$ cat src/l4dec_pkg.sv
`timescale 1ns / 1ps
// Shared types and constants for the line-4 opcode decoder.
package l4dec_pkg;

    localparam int OpW = 12;

    // Instruction classes
    localparam logic [4:0] CLS_NEGX    = 5'd0;
    localparam logic [4:0] CLS_TST     = 5'd5;
    localparam logic [4:0] CLS_NBCD    = 5'd4;
    localparam logic [4:0] CLS_SWAP    = 5'd6;
    localparam logic [4:0] CLS_PEA     = 5'd7;
    localparam logic [4:0] CLS_TRAP    = 5'd8;
    localparam logic [4:0] CLS_LINK    = 5'd9;
    localparam logic [4:0] CLS_UNLK    = 5'd10;
    localparam logic [4:0] CLS_MOVEUSP = 5'd11;
    localparam logic [4:0] CLS_RESET   = 5'd12;
    localparam logic [4:0] CLS_NOP     = 5'd13;
    localparam logic [4:0] CLS_STOP    = 5'd14;
    localparam logic [4:0] CLS_RTE     = 5'd15;
    localparam logic [4:0] CLS_RTS     = 5'd16;
    localparam logic [4:0] CLS_TRAPV   = 5'd17;
    localparam logic [4:0] CLS_RTR     = 5'd18;
    localparam logic [4:0] CLS_EXT     = 5'd19;
    localparam logic [4:0] CLS_MOVEM   = 5'd20;
    localparam logic [4:0] CLS_JSR     = 5'd21;
    localparam logic [4:0] CLS_JMP     = 5'd22;
    localparam logic [4:0] CLS_MOVESR  = 5'd23;
    localparam logic [4:0] CLS_TAS     = 5'd24;
    localparam logic [4:0] CLS_ILLEGAL = 5'd25;
    localparam logic [4:0] CLS_CHK     = 5'd26;
    localparam logic [4:0] CLS_LEA     = 5'd27;

    // Operand sizes
    localparam logic [1:0] SZ_BYTE = 2'd0;
    localparam logic [1:0] SZ_WORD = 2'd1;
    localparam logic [1:0] SZ_LONG = 2'd2;
    localparam logic [1:0] SZ_NONE = 2'd3;

    // Effective-address kinds
    localparam logic [3:0] KIND_DN     = 4'd0;
    localparam logic [3:0] KIND_AN     = 4'd1;
    localparam logic [3:0] KIND_PREDEC = 4'd4;
    localparam logic [3:0] KIND_IDX    = 4'd6;
    localparam logic [3:0] KIND_ABSW   = 4'd7;
    localparam logic [3:0] KIND_IMM    = 4'd11;
    localparam logic [3:0] KIND_NONE   = 4'd12;
    localparam logic [3:0] KIND_BAD    = 4'd13;

    // Legal EA kinds per addressing category, bit n = kind n
    localparam logic [11:0] M_DALT  = 12'h1FD;
    localparam logic [11:0] M_CTRL  = 12'h7E4;
    localparam logic [11:0] M_DATA  = 12'hFFD;
    localparam logic [11:0] M_MVM_W = 12'h1F4;
    localparam logic [11:0] M_MVM_R = 12'h7EC;

    typedef struct packed {
        logic       valid_res;
        logic [4:0] instr_class;
        logic [1:0] op_size;
        logic [3:0] ea_kind;
        logic [2:0] ea_reg;
        logic [2:0] other_reg;
        logic       ea_is_source;
        logic       needs_reglist;
        logic       reverse_reglist;
        logic [3:0] trap_vector;
        logic       needs_imm_word;
    } dec_t;

    localparam dec_t DEC_INVALID = '{
        valid_res: 1'b0, instr_class: 5'd0, op_size: 2'd0, ea_kind: KIND_NONE,
        ea_reg: 3'd0, other_reg: 3'd0, ea_is_source: 1'b0, needs_reglist: 1'b0,
        reverse_reglist: 1'b0, trap_vector: 4'd0, needs_imm_word: 1'b0
    };

endpackage

$ cat src/l4dec_decode.sv
`timescale 1ns / 1ps
// Combinational decode of the low 12 bits of a line-4 opcode.
module l4dec_decode (
    input  logic [l4dec_pkg::OpW-1:0] opcode,
    output l4dec_pkg::dec_t           dec
);

    logic [2:0] rx, mx, my, ry;
    logic [3:0] kind;

    assign rx = opcode[11:9];
    assign mx = opcode[8:6];
    assign my = opcode[5:3];
    assign ry = opcode[2:0];

    // Mode 7 sub-codes above 4 are no address at all
    always_comb begin
        if (my != 3'd7) begin
            kind = {1'b0, my};
        end else if (ry <= 3'd4) begin
            kind = l4dec_pkg::KIND_ABSW + {1'b0, ry};
        end else begin
            kind = l4dec_pkg::KIND_BAD;
        end
    end

    // EA-checked instruction: invalid unless the kind is in the legal set
    function automatic l4dec_pkg::dec_t acc(input logic [4:0] cls, input logic [1:0] sz,
                                            input logic [11:0] mask, input logic [3:0] k,
                                            input logic [2:0] r);
        l4dec_pkg::dec_t d;
        d = l4dec_pkg::DEC_INVALID;
        if (k != l4dec_pkg::KIND_BAD && mask[k]) begin
            d.valid_res   = 1'b1;
            d.instr_class = cls;
            d.op_size     = sz;
            d.ea_kind     = k;
            d.ea_reg      = (k <= l4dec_pkg::KIND_IDX) ? r : 3'd0;
        end
        return d;
    endfunction

    function automatic l4dec_pkg::dec_t fixed(input logic [4:0] cls, input logic [1:0] sz,
                                              input logic [3:0] k, input logic [2:0] r);
        l4dec_pkg::dec_t d;
        d             = l4dec_pkg::DEC_INVALID;
        d.valid_res   = 1'b1;
        d.instr_class = cls;
        d.op_size     = sz;
        d.ea_kind     = k;
        d.ea_reg      = r;
        return d;
    endfunction

    always_comb begin
        dec = l4dec_pkg::DEC_INVALID;
        if (mx <= 3'd2 && rx <= 3'd3) begin
            // NEGX, CLR, NEG, NOT share the layout; class is rx
            dec = acc({2'b00, rx}, mx[1:0], l4dec_pkg::M_DALT, kind, ry);
        end else if (mx <= 3'd2 && rx == 3'd5) begin
            dec = acc(l4dec_pkg::CLS_TST, mx[1:0], l4dec_pkg::M_DALT, kind, ry);
        end else begin
            unique case (mx)
                3'd0: begin
                    if (rx == 3'd4) begin
                        dec = acc(l4dec_pkg::CLS_NBCD, l4dec_pkg::SZ_BYTE, l4dec_pkg::M_DALT,
                                  kind, ry);
                    end
                end
                3'd1: begin
                    if (rx == 3'd4) begin
                        if (my == 3'd0) begin
                            dec = fixed(l4dec_pkg::CLS_SWAP, l4dec_pkg::SZ_WORD,
                                        l4dec_pkg::KIND_DN, ry);
                        end else begin
                            dec = acc(l4dec_pkg::CLS_PEA, l4dec_pkg::SZ_LONG, l4dec_pkg::M_CTRL,
                                      kind, ry);
                            dec.ea_is_source = dec.valid_res;
                        end
                    end else if (rx == 3'd7) begin
                        unique case (my)
                            3'd0, 3'd1: begin
                                dec = fixed(l4dec_pkg::CLS_TRAP, l4dec_pkg::SZ_NONE,
                                            l4dec_pkg::KIND_NONE, 3'd0);
                                dec.trap_vector = opcode[3:0];
                            end
                            3'd2: begin
                                dec = fixed(l4dec_pkg::CLS_LINK, l4dec_pkg::SZ_WORD,
                                            l4dec_pkg::KIND_AN, ry);
                                dec.needs_imm_word = 1'b1;
                            end
                            3'd3: begin
                                dec = fixed(l4dec_pkg::CLS_UNLK, l4dec_pkg::SZ_NONE,
                                            l4dec_pkg::KIND_AN, ry);
                            end
                            3'd4: begin
                                dec = fixed(l4dec_pkg::CLS_MOVEUSP, l4dec_pkg::SZ_LONG,
                                            l4dec_pkg::KIND_AN, ry);
                                dec.ea_is_source = 1'b1;
                            end
                            3'd5: begin
                                dec = fixed(l4dec_pkg::CLS_MOVEUSP, l4dec_pkg::SZ_LONG,
                                            l4dec_pkg::KIND_AN, ry);
                            end
                            3'd6: begin
                                // free slot between RTE and RTS stays invalid
                                if (ry < 3'd4) begin
                                    dec = fixed(l4dec_pkg::CLS_RESET + {2'b00, ry},
                                                l4dec_pkg::SZ_NONE, l4dec_pkg::KIND_NONE, 3'd0);
                                    dec.needs_imm_word = (dec.instr_class == l4dec_pkg::CLS_STOP);
                                end else if (ry != 3'd4) begin
                                    dec = fixed(l4dec_pkg::CLS_RTS + {2'b00, ry} - 5'd5,
                                                l4dec_pkg::SZ_NONE, l4dec_pkg::KIND_NONE, 3'd0);
                                end
                            end
                            3'd7: begin
                                dec = l4dec_pkg::DEC_INVALID;
                            end
                        endcase
                    end
                end
                3'd2, 3'd3: begin
                    if (rx == 3'd4) begin
                        if (my == 3'd0) begin
                            dec = fixed(l4dec_pkg::CLS_EXT, 2'(mx - 3'd1), l4dec_pkg::KIND_DN, ry);
                        end else begin
                            dec = acc(l4dec_pkg::CLS_MOVEM, 2'(mx - 3'd1), l4dec_pkg::M_MVM_W,
                                      kind, ry);
                            dec.needs_reglist   = dec.valid_res;
                            dec.reverse_reglist = dec.valid_res && (my == 3'd4);
                        end
                    end else if (rx == 3'd6) begin
                        dec = acc(l4dec_pkg::CLS_MOVEM, 2'(mx - 3'd1), l4dec_pkg::M_MVM_R,
                                  kind, ry);
                        dec.needs_reglist = dec.valid_res;
                        dec.ea_is_source  = dec.valid_res;
                    end else if (rx == 3'd7) begin
                        dec = acc((mx == 3'd2) ? l4dec_pkg::CLS_JSR : l4dec_pkg::CLS_JMP,
                                  l4dec_pkg::SZ_NONE, l4dec_pkg::M_CTRL, kind, ry);
                    end else if (mx == 3'd3) begin
                        if (rx == 3'd0) begin
                            dec = acc(l4dec_pkg::CLS_MOVESR, l4dec_pkg::SZ_WORD,
                                      l4dec_pkg::M_DALT, kind, ry);
                        end else if (rx == 3'd2 || rx == 3'd3) begin
                            dec = acc(l4dec_pkg::CLS_MOVESR, l4dec_pkg::SZ_WORD,
                                      l4dec_pkg::M_DATA, kind, ry);
                            dec.ea_is_source = dec.valid_res;
                            dec.other_reg    = dec.valid_res ? rx : 3'd0;
                        end else if (rx == 3'd5) begin
                            // TAS with an immediate operand is the ILLEGAL slot
                            if (kind == l4dec_pkg::KIND_IMM) begin
                                dec = fixed(l4dec_pkg::CLS_ILLEGAL, l4dec_pkg::SZ_NONE,
                                            l4dec_pkg::KIND_NONE, 3'd0);
                            end else begin
                                dec = acc(l4dec_pkg::CLS_TAS, l4dec_pkg::SZ_BYTE,
                                          l4dec_pkg::M_DALT, kind, ry);
                            end
                        end
                    end
                end
                3'd4, 3'd5: begin
                    dec = l4dec_pkg::DEC_INVALID;
                end
                3'd6: begin
                    dec = acc(l4dec_pkg::CLS_CHK, l4dec_pkg::SZ_WORD, l4dec_pkg::M_DATA,
                              kind, ry);
                    dec.ea_is_source = dec.valid_res;
                    dec.other_reg    = dec.valid_res ? rx : 3'd0;
                end
                3'd7: begin
                    dec = acc(l4dec_pkg::CLS_LEA, l4dec_pkg::SZ_LONG, l4dec_pkg::M_CTRL,
                              kind, ry);
                    dec.ea_is_source = dec.valid_res;
                    dec.other_reg    = dec.valid_res ? rx : 3'd0;
                end
            endcase
        end
    end

endmodule

$ cat src/line4_opcode_decoder_unit.sv
`timescale 1ns / 1ps
// Line-4 opcode decoder: takes one opcode request per clock and returns one decoded
// result for each. The opcode is registered on acceptance, decoded by table logic and
// registered again in the result register, which drives the m_ side; with m_ready held
// high the unit sustains one request every cycle. The two registers let a new request
// in while a finished result still waits on m_ready.
module line4_opcode_decoder_unit (
    input  logic                      aclk,
    input  logic                      aresetn,
    input  logic                      s_valid,
    output logic                      s_ready,
    input  logic [l4dec_pkg::OpW-1:0] s_opcode_low,
    output logic                      m_valid,
    input  logic                      m_ready,
    output logic                      m_valid_res,
    output logic [4:0]                m_instr_class,
    output logic [1:0]                m_op_size,
    output logic [3:0]                m_ea_kind,
    output logic [2:0]                m_ea_reg,
    output logic [2:0]                m_other_reg,
    output logic                      m_ea_is_source,
    output logic                      m_needs_reglist,
    output logic                      m_reverse_reglist,
    output logic [3:0]                m_trap_vector,
    output logic                      m_needs_imm_word
);

    logic                      in_vld_reg;
    logic [l4dec_pkg::OpW-1:0] op_reg;
    logic                      out_vld_reg;
    l4dec_pkg::dec_t           res_reg;
    l4dec_pkg::dec_t           dec_next;
    logic                      out_free;
    logic                      adv;

    l4dec_decode u_decode (
        .opcode (op_reg),
        .dec    (dec_next)
    );

    assign out_free = !out_vld_reg || m_ready;
    assign adv      = in_vld_reg && out_free;
    assign s_ready  = !in_vld_reg || out_free;

    always_ff @(posedge aclk) begin
        if (!aresetn) begin
            in_vld_reg  <= 1'b0;
            out_vld_reg <= 1'b0;
        end else begin
            if (s_ready) begin
                in_vld_reg <= s_valid;
            end
            if (out_free) begin
                out_vld_reg <= in_vld_reg;
            end
        end
    end

    always_ff @(posedge aclk) begin
        if (s_valid && s_ready) begin
            op_reg <= s_opcode_low;
        end
        if (adv) begin
            res_reg <= dec_next;
        end
    end

    assign m_valid           = out_vld_reg;
    assign m_valid_res       = res_reg.valid_res;
    assign m_instr_class     = res_reg.instr_class;
    assign m_op_size         = res_reg.op_size;
    assign m_ea_kind         = res_reg.ea_kind;
    assign m_ea_reg          = res_reg.ea_reg;
    assign m_other_reg       = res_reg.other_reg;
    assign m_ea_is_source    = res_reg.ea_is_source;
    assign m_needs_reglist   = res_reg.needs_reglist;
    assign m_reverse_reglist = res_reg.reverse_reglist;
    assign m_trap_vector     = res_reg.trap_vector;
    assign m_needs_imm_word  = res_reg.needs_imm_word;

    // An accepted request always occupies the input stage next cycle
    a_take_fills: assert property (@(posedge aclk) disable iff (!aresetn)
        s_valid && s_ready |=> in_vld_reg)
        else $error("accepted request lost from input stage");

    a_invalid_clean: assert property (@(posedge aclk) disable iff (!aresetn)
        m_valid && !m_valid_res |->
            m_ea_kind == l4dec_pkg::KIND_NONE && m_instr_class == 5'd0
            && !m_ea_is_source && !m_needs_reglist && !m_needs_imm_word)
        else $error("invalid encoding carries stray fields");

    a_reglist_movem: assert property (@(posedge aclk) disable iff (!aresetn)
        m_valid && m_needs_reglist |-> m_instr_class == l4dec_pkg::CLS_MOVEM)
        else $error("register list flagged outside MOVEM");

    a_reverse_predec: assert property (@(posedge aclk) disable iff (!aresetn)
        m_valid && m_reverse_reglist |->
            m_needs_reglist && m_ea_kind == l4dec_pkg::KIND_PREDEC)
        else $error("reversed list without predecrement MOVEM");

    a_imm_word: assert property (@(posedge aclk) disable iff (!aresetn)
        m_valid && m_needs_imm_word |->
            m_instr_class == l4dec_pkg::CLS_LINK || m_instr_class == l4dec_pkg::CLS_STOP)
        else $error("immediate word flagged outside LINK/STOP");

endmodule

$ cat config.mk
export PLATFORM = sky130hd
export DESIGN_NAME = line4_opcode_decoder_unit
export DESIGN_NICKNAME = d
export VERILOG_FILES = /design/src/l4dec_pkg.sv /design/src/l4dec_decode.sv /design/src/line4_opcode_decoder_unit.sv
export SDC_FILE = /design/constraint.sdc
export NUM_CORES = 1
export LEC_CHECK = 0
export BUFFER_PORTS_ARGS = -buffer_cell sky130_fd_sc_hd__buf_2
export CORE_ASPECT_RATIO = 0.9
export CORE_MARGIN = 2
export CORE_UTILIZATION = 53
export DETAILED_ROUTE_END_ITERATION = 6
export HOLD_SLACK_MARGIN = 0.15
export PLACE_DENSITY_LB_ADDON = 0.3
export SLEW_MARGIN = 30
export SYNTH_ARGS = -nofsm -noshare
export SYNTH_HDL_FRONTEND = slang
export SYNTH_HIERARCHICAL = 1
export SYNTH_SLANG_ARGS = --single-unit
$ cat constraint.sdc
create_clock -name aclk -period 2.9 [get_ports aclk]
set_input_delay 0 -clock aclk [delete_from_list [all_inputs] [get_ports aclk]]
set_output_delay 0 -clock aclk [all_outputs]
set_load 0.03 [all_outputs]
==> results.py <==
metrics = {
    "status": {
        "status": "finished clean",
    },
    "cells_and_area": {
        "largest_reg_flops": 12,
        "final_area_um2": 3980,
        "fillers": 478,
        "area_delta_synth_final_pct": 26.2,
        "nets": 466,
        "drive_above_1_share_pct": 27.0,
        "num_antenna_cells": 0,
    },
    "worst_setup_path": {
        "path_class": "reg2reg",
        "crit_cells": 9,
        "r2r-end": "m_ea_kind[1]",
        "rrSetupSlack_ns": 0.12,
        "cp_top_family": "simple AND/OR/NAND/NOR gates",
        "crit_chain": "inv_2 -> ha_1 -> nor2b_4 -> or3_1 -> a211o_1 -> and3_2 -> o21a_1 -> nor4_2 -> o32ai_1",
        "cp_max_fo": 12,
        "setup.worst_path.start": "op_reg[0]",
        "max_stage_delay_ns": 0.47,
        "r2r_start": "op_reg[0]",
        "cp-start-kind": "flop",
        "end_kind": "flop",
        "required_ns": 2.95,
        "endpoint": "m_ea_kind[1]",
        "crit_arrival_ns": 2.83,
        "path_buf_inv": 1,
        "reg2reg_depth": 9,
        "critical_path.slowest_cell": "or3_1",
    },
    "clocking": {
        "path_clk_slew_ns": 0.08,
        "cts_num_sinks": 40,
        "clock_latency_ns": 0.31,
        "clk_path_buf_depth": 2,
        "cts_buffers": 5,
        "tritoncts": "yes",
        "clock-root-buffer": "clkbuf_8",
        "htree_levels": 2,
        "post_cts_buffers": 0,
    },
    "floorplanning": {
        "start_util_pct": 55.1,
        "dieHeight_um": 77.2,
        "ios": 44,
        "fp.coreArea_um2": 5730,
        "die_w_um": 85.3,
        "die_area_um2": 6580,
        "rows": 26,
    },
    "power_and_ir_drop": {
        "leakagePower_nw": 1.62,
        "irDropWorstVdd_mv": 0.311,
        "power_density_nw_per_um2": 390,
    },
    "sta": {
        "fmax_ghz": 0.360,
        "rsz0062_at_grt": "false",
        "hold_viol": 0,
        "period_minus_slack_ns": 2.78,
        "post-route-period-util_pct": 95.9,
        "slew_headroom_pct": 61.2,
        "setup_viol": 0,
        "skew_ns": 0.00812,
        "tightestPinTransition_ns": 0.580,
        "timing.setup.tns_ns": 0,
        "drv_slew": 0,
        "holdWs_ns": 0.390,
    },
    "placement": {
        "gp_congestion": 0.970,
        "place_area_um2": 3670,
        "io_buffers": 43,
        "hpwlAfterDp_um": 7950,
    },
    "global_routing": {
        "grt_overflow": 0,
        "antenna_found_initial": 0,
        "grt_pass1_vias": 3117,
        "grt_pass1_wl_um": 16900,
        "grt_start_max_net_pins": 27,
        "gr-usage-all-layers_pct": 33.1,
    },
    "route": {
        "viasPerCell": 6.75,
        "first_pass_iters": 7,
        "routedWlPerCell_um": 21.1,
        "vias": 3442,
        "drtIter0Drc": 472,
        "ant_nets": 0,
        "wirelength_um": 10800,
        "remaining_drc_errors": 0,
    },
    "synthesis": {
        "syn_area_per_cell_um2": 8.96,
        "synth_edf_count": 38,
        "ys_ff_latch": 40,
        "synth.distinct_cells": 71,
        "synth_ff_type": "edfxtp_1",
        "syn_nets": 379,
        "synth_area_um2": 3150,
        "yosysWarnings": 6,
        "async_reset_ff_share_pct": 0,
        "synthCells": 352,
        "ys_seq_area_share_pct": 37.5,
    },
    "min_path": {
        "hp-class": "in2reg",
    },
    "run": {
        "max-cap-violations": 0,
    },
}
## area by class of cell
type / instances / area (µm²) / share of cell area [%]
Clock buffer: 6 / 72.6 / 1.82
Inverter: 14 / 52.6 / 1.32
Timing Repair Buffer: 100 / 696 / 17.5
Multi-Input combinational cell: 278 / 1880 / 47.2
Clock inverter: 2 / 11.3 / 0.283
Sequential cell: 40 / 1180 / 29.7
Tap cell: 70 / 87.6 / 2.20
## report_power, final
| group | leakage, nW | switching (mW) | internal (mW) |
|---|---|---|---|
| Clock | 0.0388 | 0.208 | 0.167 |
| Combinational | 1.21 | 0.302 | 0.183 |
| Sequential | 0.372 | 0.0206 | 0.672 |
| Total | 1.62 | 0.531 | 1.02 |
## placed cells by master (no fill, tap or decap), types with 5 or more instances in the layout
cell	instances
edfxtp_1	38
and3_1	8
nand2_1	26
nand3_1	11
nor2_1	33
ha_1	10
clkbuf_8	5
o211ai_1	6
nand2b_1	6
a21oi_1	21
buf_2	43
o21ai_0	25
dlygate4sd3_1	16
and2_1	9
nor2b_1	5
nand4_1	5
a31oi_1	8
buf_4	40
nor3_1	10
inv_1	11
## what timing repair did
action | CTS | global route
hold endpoints to repair | 14 | 0
endpoints found under the setup margin | 0 | 14
resized for setup | 0 | 13
hold buffers | 16 | 0
## cells by family after synthesis
| logic type | count (synthesis) | synth area share [%] |
|---|---|---|
| AOI/OAI and AO/OA | 131 | 29.9 |
| xor gates and xnor gates | 2 | 0.556 |
| adders and majority gates | 11 | 4.37 |
| buffers and inverters | 34 | 5.16 |
| DFF | 40 | 37.5 |
| muxes | 2 | 0.675 |
| and+or+nand+nor | 132 | 21.9 |
## synth_stat cells, types with 5 or more instances
cell type / number / share of area, %
nand2_1: 28 / 3.3
nor2b_1: 6 / 1.2
o21ai_0: 25 / 4.0
edfxtp_1: 38 / 36
and3_1: 9 / 1.8
o211ai_1: 6 / 1.4
nor2_1: 34 / 4.0
inv_1: 13 / 1.5
a211oi_1: 5 / 1.2
ha_1: 11 / 4.4
a21oi_1: 21 / 3.3
clkbuf_1: 10 / 1.2
nor3_1: 10 / 1.6
and2_1: 9 / 1.8
nand3_1: 11 / 1.7
nand4_1: 5 / 0.99
a31oi_1: 9 / 1.8
nand2b_1: 6 / 1.2
## worst min-delay path by stage
stage,end,cells after the start,slack [ns],start
6_report,op_reg[6],2,0.39,s_opcode_low[6]
5_1_grt,op_reg[3],2,0.40,s_opcode_low[3]
4_1_cts,op_reg[8],2,0.40,s_opcode_low[8]
3_5_place_dp,op_reg[10],1,0.18,s_opcode_low[10]
3_3_place_gp,op_reg[5],1,0.18,s_opcode_low[5]
2_1_floorplan,op_reg[0],0,0.1,s_opcode_low[0]
## layer usage
| layer | vias to the layer above | GRT usage (%) | wire [µm] |
|---|---|---|---|
| met5 | - | 0 | 0 |
| met4 | 0 | 10.5 | 334 |
| met3 | 36 | 6.14 | 1290 |
| met2 | 276 | 51.0 | 4880 |
| met1 | 1593 | 47.0 | 4250 |
| li1 | 1537 | - | - |
## stage by stage
step | setup slack (ns) | cells | util, % | power (mW)
final | 0.120 | 510 | 69.5 | 1.55
after detailed placement | 0.0489 | 486 | 64.1 | 1.15
after global routing | 0.0213 | 510 | 69.5 | 1.61
after global placement | 0.136 | 486 | 64.1 | 1.15
after CTS | 0.0354 | 510 | 68.4 | 1.53
after floorplan | 0.0213 | 352 | - | 0.990
## worst reg2reg max path, delay by kind of cell (launching register included)
kind	cells	cell delay, ns
and+or+nand+nor	4	1.06
DFF	1	0.41
adders and majority gates	1	0.26
AOI/OAI and AO/OA	3	0.71
buffers and inverters	1	0.09
(Power assumes the default switching activity.)
